[src/vle_pkg.sv]
// vle_pkg: shared types, codes and helpers for the varint encoder
// no dependencies; used by every module of the block

package vle_pkg;

   localparam int VALUE_W     = 64;
   localparam int GROUP_W     = 7;
   localparam int GROUPS      = 8;               // 7-bit groups below the top byte
   localparam int LOW_W       = GROUP_W * GROUPS; // bits 55..0
   localparam int BYTE_W      = 8;
   localparam int IDX_W       = 4;               // byte index 0..8
   localparam int QUEUE_DEPTH = 2;

   localparam logic OP_UNSIGNED = 1'b0;
   localparam logic OP_SIGNED   = 1'b1;

   localparam logic [GROUP_W-1:0] FILL_POS  = 7'h00;
   localparam logic [GROUP_W-1:0] FILL_NEG  = 7'h7F;
   localparam logic [BYTE_W-1:0]  EXT_POS   = 8'h00;
   localparam logic [BYTE_W-1:0]  EXT_NEG   = 8'h7F;
   localparam logic [BYTE_W-1:0]  EXT_NEG_9 = 8'hFF;
   localparam logic [BYTE_W-1:0]  TOP_ONES  = 8'hFF;
   localparam logic [BYTE_W-1:0]  TOP_ZERO  = 8'h00;

   // one classified item: low groups, index of the final byte, the final byte itself
   typedef struct packed {
      logic [LOW_W-1:0]  low_bits;
      logic [IDX_W-1:0]  last_idx;
      logic [BYTE_W-1:0] final_byte;
   } vle_entry_type;

   // head of the queue as seen by the back end
   typedef struct packed {
      logic          valid;
      vle_entry_type entry;
   } vle_head_type;

   function automatic logic [GROUP_W-1:0] get_group(input logic [LOW_W-1:0] bits,
                                                    input logic [2:0] idx);
      return bits[idx * GROUP_W +: GROUP_W];
   endfunction

endpackage

[src/vle_front.sv]
// vle_front: classifies an accepted item into byte count and final byte
// depends on vle_pkg

module vle_front (
   input  logic                          opcode,
   input  logic [vle_pkg::VALUE_W-1:0]   value,
   output vle_pkg::vle_entry_type        entry
);

   logic [vle_pkg::BYTE_W-1:0]  top;
   logic                        pure_sign;
   logic                        signed_mode;
   logic                        neg;
   logic [vle_pkg::GROUP_W-1:0] fill;
   logic [2:0]                  hi;
   logic [vle_pkg::GROUP_W-1:0] grp_hi;
   logic                        ext;

   always_comb begin
      top         = value[vle_pkg::VALUE_W-1 -: vle_pkg::BYTE_W];
      pure_sign   = (top == vle_pkg::TOP_ZERO) || (top == vle_pkg::TOP_ONES);
      signed_mode = (opcode == vle_pkg::OP_SIGNED) && pure_sign;
      neg         = value[vle_pkg::VALUE_W-1];
      fill        = (signed_mode && neg) ? vle_pkg::FILL_NEG : vle_pkg::FILL_POS;

      // highest group that is not fill, group 0 always kept
      hi = 3'd0;
      for (int k = 1; k < vle_pkg::GROUPS; k++) begin
         if (vle_pkg::get_group(value[vle_pkg::LOW_W-1:0], 3'(k)) != fill) begin
            hi = 3'(k);
         end
      end
      grp_hi = vle_pkg::get_group(value[vle_pkg::LOW_W-1:0], hi);
      ext    = signed_mode && (grp_hi[vle_pkg::GROUP_W-1] != neg);

      entry.low_bits = value[vle_pkg::LOW_W-1:0];
      if (!signed_mode && (top != vle_pkg::TOP_ZERO)) begin
         // full nine-byte form, raw top byte last
         entry.last_idx   = vle_pkg::IDX_W'(vle_pkg::GROUPS);
         entry.final_byte = top;
      end else if (ext) begin
         entry.last_idx = vle_pkg::IDX_W'(hi) + 1'b1;
         if (!neg) begin
            entry.final_byte = vle_pkg::EXT_POS;
         end else if (hi == 3'(vle_pkg::GROUPS - 1)) begin
            entry.final_byte = vle_pkg::EXT_NEG_9;
         end else begin
            entry.final_byte = vle_pkg::EXT_NEG;
         end
      end else begin
         entry.last_idx   = vle_pkg::IDX_W'(hi);
         entry.final_byte = {1'b0, grp_hi};
      end
   end

endmodule

[src/vle_queue.sv]
// vle_queue: short register queue between the front and back ends
// depends on vle_pkg

module vle_queue #(
   parameter int Depth = vle_pkg::QUEUE_DEPTH
) (
   input  logic                   clock,
   input  logic                   reset,
   input  logic                   push,
   input  vle_pkg::vle_entry_type push_entry,
   input  logic                   pop,
   output vle_pkg::vle_head_type  head,
   output logic                   full
);

   localparam int PtrW = (Depth > 1) ? $clog2(Depth) : 1;
   localparam int CntW = $clog2(Depth + 1);

   vle_pkg::vle_entry_type mem_ff [Depth];
   logic [PtrW-1:0] wr_ptr_ff, wr_ptr_in;
   logic [PtrW-1:0] rd_ptr_ff, rd_ptr_in;
   logic [CntW-1:0] count_ff, count_in;

   function automatic logic [PtrW-1:0] next_ptr(input logic [PtrW-1:0] p);
      return (p == PtrW'(Depth - 1)) ? '0 : p + 1'b1;
   endfunction

   always_comb begin
      wr_ptr_in = push ? next_ptr(wr_ptr_ff) : wr_ptr_ff;
      rd_ptr_in = pop ? next_ptr(rd_ptr_ff) : rd_ptr_ff;
      count_in  = count_ff;
      if (push && !pop) begin
         count_in = count_ff + 1'b1;
      end else if (pop && !push) begin
         count_in = count_ff - 1'b1;
      end
      head.valid = (count_ff != '0);
      head.entry = mem_ff[rd_ptr_ff];
      full       = (count_ff == CntW'(Depth));
   end

   always_ff @(posedge clock) begin
      if (reset) begin
         wr_ptr_ff <= '0;
         rd_ptr_ff <= '0;
         count_ff  <= '0;
      end else begin
         wr_ptr_ff <= wr_ptr_in;
         rd_ptr_ff <= rd_ptr_in;
         count_ff  <= count_in;
      end
      if (push) begin
         mem_ff[wr_ptr_ff] <= push_entry;
      end
   end

endmodule

[src/vle_back.sv]
// vle_back: walks a valid queue head one byte per cycle into result registers
// depends on vle_pkg

module vle_back (
   input  logic                        clock,
   input  logic                        reset,
   input  vle_pkg::vle_head_type       head,
   output logic                        pop,
   output logic                        strobe,
   output logic [vle_pkg::BYTE_W-1:0]  out_byte,
   output logic                        last_byte
);

   logic [vle_pkg::IDX_W-1:0]  idx_ff, idx_in;
   logic                       strobe_ff;
   logic                       last_ff;
   logic [vle_pkg::BYTE_W-1:0] byte_ff, byte_in;

   always_comb begin
      pop    = head.valid && (idx_ff == head.entry.last_idx);
      idx_in = idx_ff;
      if (head.valid) begin
         idx_in = pop ? '0 : idx_ff + 1'b1;
      end
      if (pop) begin
         byte_in = head.entry.final_byte;
      end else begin
         // continuation byte, index is below eight here
         byte_in = {1'b1, vle_pkg::get_group(head.entry.low_bits, idx_ff[2:0])};
      end
   end

   always_ff @(posedge clock) begin
      if (reset) begin
         idx_ff    <= '0;
         strobe_ff <= 1'b0;
         last_ff   <= 1'b0;
      end else begin
         idx_ff    <= idx_in;
         strobe_ff <= head.valid;
         last_ff   <= pop;
      end
      byte_ff <= byte_in;
   end

   assign strobe    = strobe_ff;
   assign out_byte  = byte_ff;
   assign last_byte = last_ff;

endmodule

[src/varint_encoder.sv]
// varint_encoder: top level of the 9-byte-capped leb128-style varint encoder
// depends on vle_pkg, vle_front, vle_queue, vle_back

// An item (req_opcode, req_value) is taken on a clock edge where start is high
// and busy is low. Its code leaves as one byte per cycle on rsp_out_byte, each
// byte marked by rsp_strobe for one cycle, with rsp_last_byte on the final one;
// the receiver cannot stall, so every strobed byte must be taken. A code is
// 1 to 9 bytes long and leaves through the single byte-wide output register
// of the back end. A taken item is first registered in the item queue and
// waits there behind any earlier codes; its first byte is then registered in
// that output register and strobed. Queued items follow each other with no gap.
// busy rises only when the item queue between the front end and the back end
// is full. There is no configuration and no clearing pass after reset.

module varint_encoder #(
   parameter int QueueDepth = vle_pkg::QUEUE_DEPTH
) (
   input  logic                        clock,
   input  logic                        reset,
   input  logic                        start,
   output logic                        busy,
   input  logic                        req_opcode,
   input  logic [vle_pkg::VALUE_W-1:0] req_value,
   output logic                        rsp_strobe,
   output logic [vle_pkg::BYTE_W-1:0]  rsp_out_byte,
   output logic                        rsp_last_byte
);

   vle_pkg::vle_entry_type front_entry;
   vle_pkg::vle_head_type  queue_head;
   logic                   queue_full;
   logic                   queue_pop;
   logic                   accept;

   // item handshake: accepted when start is high and the queue has room
   assign accept = start && !queue_full;
   assign busy   = queue_full;

   // front end: byte count, extension byte and final byte per item
   vle_front u_front (
      .opcode (req_opcode),
      .value  (req_value),
      .entry  (front_entry)
   );

   // decouples classification from byte emission
   vle_queue #(
      .Depth (QueueDepth)
   ) u_queue (
      .clock      (clock),
      .reset      (reset),
      .push       (accept),
      .push_entry (front_entry),
      .pop        (queue_pop),
      .head       (queue_head),
      .full       (queue_full)
   );

   // back end: one registered byte per cycle while the queue holds an item
   vle_back u_back (
      .clock     (clock),
      .reset     (reset),
      .head      (queue_head),
      .pop       (queue_pop),
      .strobe    (rsp_strobe),
      .out_byte  (rsp_out_byte),
      .last_byte (rsp_last_byte)
   );

endmodule

[config.mk]
export PLATFORM = sky130hd
export DESIGN_NAME = varint_encoder
export DESIGN_NICKNAME = d
export VERILOG_FILES = /design/src/vle_pkg.sv /design/src/vle_front.sv /design/src/vle_queue.sv /design/src/vle_back.sv /design/src/varint_encoder.sv
export SDC_FILE = /design/constraint.sdc
export NUM_CORES = 1
export LEC_CHECK = 0
export BUFFER_PORTS_ARGS = -buffer_cell sky130_fd_sc_hd__buf_2
export CAP_MARGIN = 10
export CORE_MARGIN = 1
export CORE_UTILIZATION = 50
export DETAILED_ROUTE_END_ITERATION = 10
export PLACE_DENSITY_LB_ADDON = 0.25
export SLEW_MARGIN = 10
export SYNTH_ARGS = -nofsm -noshare
export SYNTH_HDL_FRONTEND = slang
export SYNTH_SLANG_ARGS = --single-unit
export TNS_END_PERCENT = 5
[constraint.sdc]
create_clock -name clock -period 4.15 [get_ports clock]
set_clock_uncertainty 0.15 [all_clocks]
set_input_delay 0.6225 -clock clock [delete_from_list [all_inputs] [get_ports clock]]
set_output_delay 0.6225 -clock clock [all_outputs]
set_load 0.02 [all_outputs]
; Yosys cells after proc, flatten, opt, wreduce, memory -nomap -nowiden
; Memories as Yosys holds them, arrays and structs flattened. A register that Yosys moved wholly into a read port is not among the register bits.
; Index checks and enable logic that the tools add are counted.
[classes]
addsub = 6
mul = 2
n_eq_ne = 12
n_shift = 2
n_mux = 22
n_reduce_logical = 17
[ops]
columns = op, n
row1 = $shiftx A56 B7 Y7, 2
row2 = $ne A7 B7 Y1, 7
row3 = $mux W12, 2
row4 = $mux W3, 6
row5 = $mux W8, 2
row6 = $mux W7, 2
row7 = $mul A3 B3 Y6 const B, 2
row8 = $eq A8 B8 Y1 const B, 1
row9 = $logic_and A1 B1 Y1, 8
row10 = $logic_not A8 Y1, 1
row11 = $reduce_bool A8 Y1, 1
row12 = $mux W1, 7
row13 = $add A3 B1 Y4 const B, 1
row14 = $add A4 B1 Y4 const B, 1
row15 = $eq A4 B4 Y1, 1
row16 = $logic_not A1 Y1, 4
row17 = $mux W2, 2
row18 = $mux W4, 1
row19 = $reduce_bool A2 Y1, 2
row20 = $eq A3 B3 Y1 const B, 1
row21 = $add A1 B1 Y1 const B, 2
row22 = $add A2 B1 Y2 const B, 1
row23 = $eq A2 B2 Y1 const B, 1
row24 = $sub A2 B1 Y2 const B, 1
row25 = 2 further kinds, 2
[word_totals]
ff_bits = 18
mem_bits_rw = 136
input_bits = 68
out_inout_bits = 11
memories = 1
[memory_table]
columns = memory, depth, width, rd, rd_ports_with_merged_regs, wr, line_no
row1 = u_queue.mem_ff, 2, 68, 1, 1, 1, vle_queue.sv:19  ; vle_pkg::vle_entry_type mem_ff [Depth];

; Depth between registers and ports, before layout
[depth]
ltp_word = 19
depth_mapped = 13
depth_no_buf = 10

; Modules after synthesis
; Synthesis repeated with hierarchy kept, for this count alone.
[hier_totals]
hier_cells = 558
hier_area_um2 = 8005.2
[by_module_without_submodules]
columns = module, instances, cells_per_inst, area_per_inst_um2, seq_area_each_um2
row1 = vle_queue, 1, 234, 5205.0, 4184.0
row2 = vle_front, 1, 253, 1790.5, 0.0
row3 = vle_back, 1, 70, 996.0, 280.3
row4 = varint_encoder, 1, 1, 13.8, 0.0

; Worst setup path before layout
; No wires, ideal clock.
[synth_path]
kind = input-to-reg
from = in start
to = mem u_queue.mem_ff[0][0] (netlist name) (enable)
setup_ns = 0.494
arrival_time_ns = 3.550
required_time_ns = 3.506
slack_ns = -0.045
stages = 2
n_path_buf = 0
path_cell_list = nand2_1 > nor2_1
[synth_via]
elab_chain_cells = 3
[synth_lines]
columns = item, line_no
row1 = "start, declared", varint_encoder.sv:20  ; input logic start,
row2 = $logic_and A1 B1 Y1, varint_encoder.sv:36  ; assign accept = start && !queue_full;
row3 = $mux W1, vle_queue.sv:52  ; if (push) begin
row4 = $mux W1 (not written as such), vle_queue.sv:53  ; mem_ff[wr_ptr_ff] <= push_entry;
row5 = "end, declared", vle_queue.sv:19
; Every way passes these cells.

==> impl_metrics.env <==
export IMPL_cts_path_max_buffers=2
export IMPL_cpPeakStageDelay_ps=900
export IMPL_drt_wirelength_per_cell_um=24.32
export IMPL_area_growth_pct=17.60
export IMPL_met1_length_mm=7.994
export IMPL_cts_tree="yes"
export IMPL_r2r_start="u_back.idx_ff[0]"
export IMPL_cp_startpoint="req_value[17]"
export IMPL_min_period_ps=3920
export IMPL_htree_levels=4
export IMPL_finalPower_mw=4.125
export IMPL_hold_viol_final=0
export IMPL_grt_max_degree=69
export IMPL_start_util_pct=51.41
export IMPL_dieArea_um2=14810
export IMPL_overflow=0
export IMPL_slew_viol_final=0
export IMPL_status="finished, final reports clean"
export IMPL_yosysTopAreaCellShare_pct=57.00
export IMPL_cts_root_buffer="clkbuf_16"
export IMPL_synthCells=477
export IMPL_coreArea_um2=13930
export IMPL_drive_gt1_share_pct=32.87
export IMPL_hold_path_startpoint="req_value[0]"
export IMPL_grt_usage_pct=26.85
export IMPL_fin_crit_sh_pct=94.45
export IMPL_dr_total_vias=4798
export IMPL_whs_ps=258.8
export IMPL_firstDrtPassIters=5
export IMPL_synthTopCellsByCount="136 x edfxtp_1, 35 x mux4_2, 33 x nor2_1, 29 x nand3_1, 22 x nand2_1"
export IMPL_clk_insertion_delay_late_ps=430
export IMPL_cts_clk_slew_worst_paths_ps=60
export IMPL_top_layer_used="met4"
export IMPL_ios=79
export IMPL_yosys_most_used_dff="edfxtp_1"
export IMPL_synth_most_common_cell="edfxtp_1"
export IMPL_dp_slack_ps=-84.68
export IMPL_nFillCells=1083
export IMPL_routabilityCongestion=0.9093
export IMPL_dp_hpwl_mm=13.25
export IMPL_routed_via_density=6.305
export IMPL_setup_viol=0
export IMPL_startpoint_type="primary input"
export IMPL_synth_edf_count=136
export IMPL_syn_area_per_cell_um2=15.02
export IMPL_critical_path_class="in2reg"
export IMPL_diodes=0
export IMPL_synth_cell_types=66
export IMPL_ant_nets=0
export IMPL_grt_pass1_wl_mm=27.68
export IMPL_power_density_nw_per_um2=489.5
export IMPL_fin_area_um2=8426
export IMPL_synthArstFlopShare_pct=0
export IMPL_rsz0062_at_grt="false"
export IMPL_wl_met2_mm=8.726
export IMPL_rows=43
export IMPL_hp_class="in2reg"
export IMPL_numCtsBuffers=17
export IMPL_yosysWarnings=0
export IMPL_antenna_found_initial=1
export IMPL_syn_nets=549
export IMPL_drc=0
export IMPL_vdd_ir_drop_max_uv=317.4
export IMPL_hold_buffers=0
export IMPL_crit_chain="buf_2, or4_4, a211o_1, a21oi_1, o21ai_1, buf_4, a2111oi_0, a31oi_1, a22oi_1, a211oi_1"
export IMPL_drt_total_wl_mm=18.51
export IMPL_yosys_top_cells_area="edfxtp_1 57%, mux4_2 11%, dfxtp_1 5.3%, mux2i_1 2.7%, nand3_1 2.0%"
export IMPL_clock_sinks=155
export IMPL_dpl_cell_area_um2=7811
export IMPL_tightest_slew_ps=1009
export IMPL_yosys_area_top_type="edfxtp_1"
export IMPL_max_freq_mhz=255.1
export IMPL_cpMaxStageDelayCell="a2111oi_0"
export IMPL_synth_seq_cells=155
export IMPL_max_cap_viol_count=0
export IMPL_die_y_um=121.7
export IMPL_crit_path_end_kind="flop"
export IMPL_setup_ws_ps=230.3
export IMPL_drt_iter0_markers=476
export IMPL_ys_seq_area_share_pct=62.31
export IMPL_required_ps=4140
export IMPL_crit_fanout=8
export IMPL_die_width_um=121.7
export IMPL_slew_headroom_pct=30.96
export IMPL_syn_cell_area_um2=7164
export IMPL_cts_setup_buffers=0
export IMPL_finalNetCount=640
export IMPL_arrival_ps=3910
export IMPL_wl_met3_mm=1.253
export IMPL_cts_resized=0
export IMPL_cellLeakagePower_nw=2.889
export IMPL_port_buffers=78
export IMPL_grt_pass1_vias=4663
critical path, delay by kind of cell:
kind | cells | cell delay, ps
simple gates | 1 | 540
buf+inv | 2 | 350
compound gates | 7 | 2390
power by group:
part / switching, mW / total, mW / internal, mW / leakage (nW)
sequential: 0.0636 / 1.97 / 1.90 / 1.42
clock: 0.627 / 1.58 / 0.953 / 0.310
combinational: 0.349 / 0.578 / 0.229 / 1.16
total: 1.04 / 4.12 / 3.08 / 2.89
flip-flops by register name, summed over array words and instances (netlist names), named ones only:
signal and cells:
u_back.strobe 1, u_queue.count_ff 2, u_queue.wr_ptr_ff 1, u_back.idx_ff 4, u_queue.rd_ptr_ff 1, u_queue.mem_ff 136
u_back.out_byte 8, u_back.last_byte 1
kinds of logic after synthesis:
logic type      count (synthesis)  synth area share, %
flops                         155                62.31
simple gates                  137                10.46
compound gates                 82                8.977
mux                            58                14.39
buf+inv                        30                1.816
xor+xnor                       11                1.345
fa+ha+maj                       4               0.6986
area by class of cell:
cell class | instances | area [um2] | share of cell area, %
inverters | 9 | 33.78 | 0.4010
flip-flops and latches | 155 | 4466 | 53.00
multi-input cells | 292 | 2584 | 30.67
well taps | 180 | 225.2 | 2.673
clock inverters | 10 | 97.59 | 1.158
repair buffers | 93 | 503.0 | 5.970
clock buffers | 22 | 516.7 | 6.133
cells in the final DEF (no fill, tap or decap), drive strengths merged, types with 11 or more instances in the layout:
cell type,Yosys,layout
edfxtp,136,136
a21oi,13,13
nand2,23,23
nand3,29,29
mux4,35,35
clkbuf,13,22
nor2,34,34
nand4,11,11
mux2i,19,19
o21ai,14,14
buf,8,93
inv,9,15
dfxtp,19,19
routing by layer:
layer  GRT usage (%)  vias up
met5               0        -
met4           10.19        0
met3           6.180       39
met2           42.19      235
met1           36.47     2390
li1                -     2134
stage by stage:
stage                     cells  setup TNS, ps  util (%)
after floorplan             477              0         -
after global placement      729         -711.6     56.06
after detailed placement    729         -272.6     56.06
after CTS                   761              0     60.47
after global routing        761              0     60.47
final                       761              0     60.47
path summary, 6_finish.rpt:
| check | endpoint | slack, ps | depth (start not counted) |
|---|---|---|---|
| worst max-delay path | u_queue.mem_ff[1][2] | 230 | 10 |
| worst min-delay path | u_queue.mem_ff[0][12] | 260 | 1 |
| worst max register to register | u_queue.count_ff[1] | 1450 | 8 |
| worst min register to register | u_back.out_byte[7] | 310 | 2 |
Note: power is estimated with default switching activity, not from simulation.
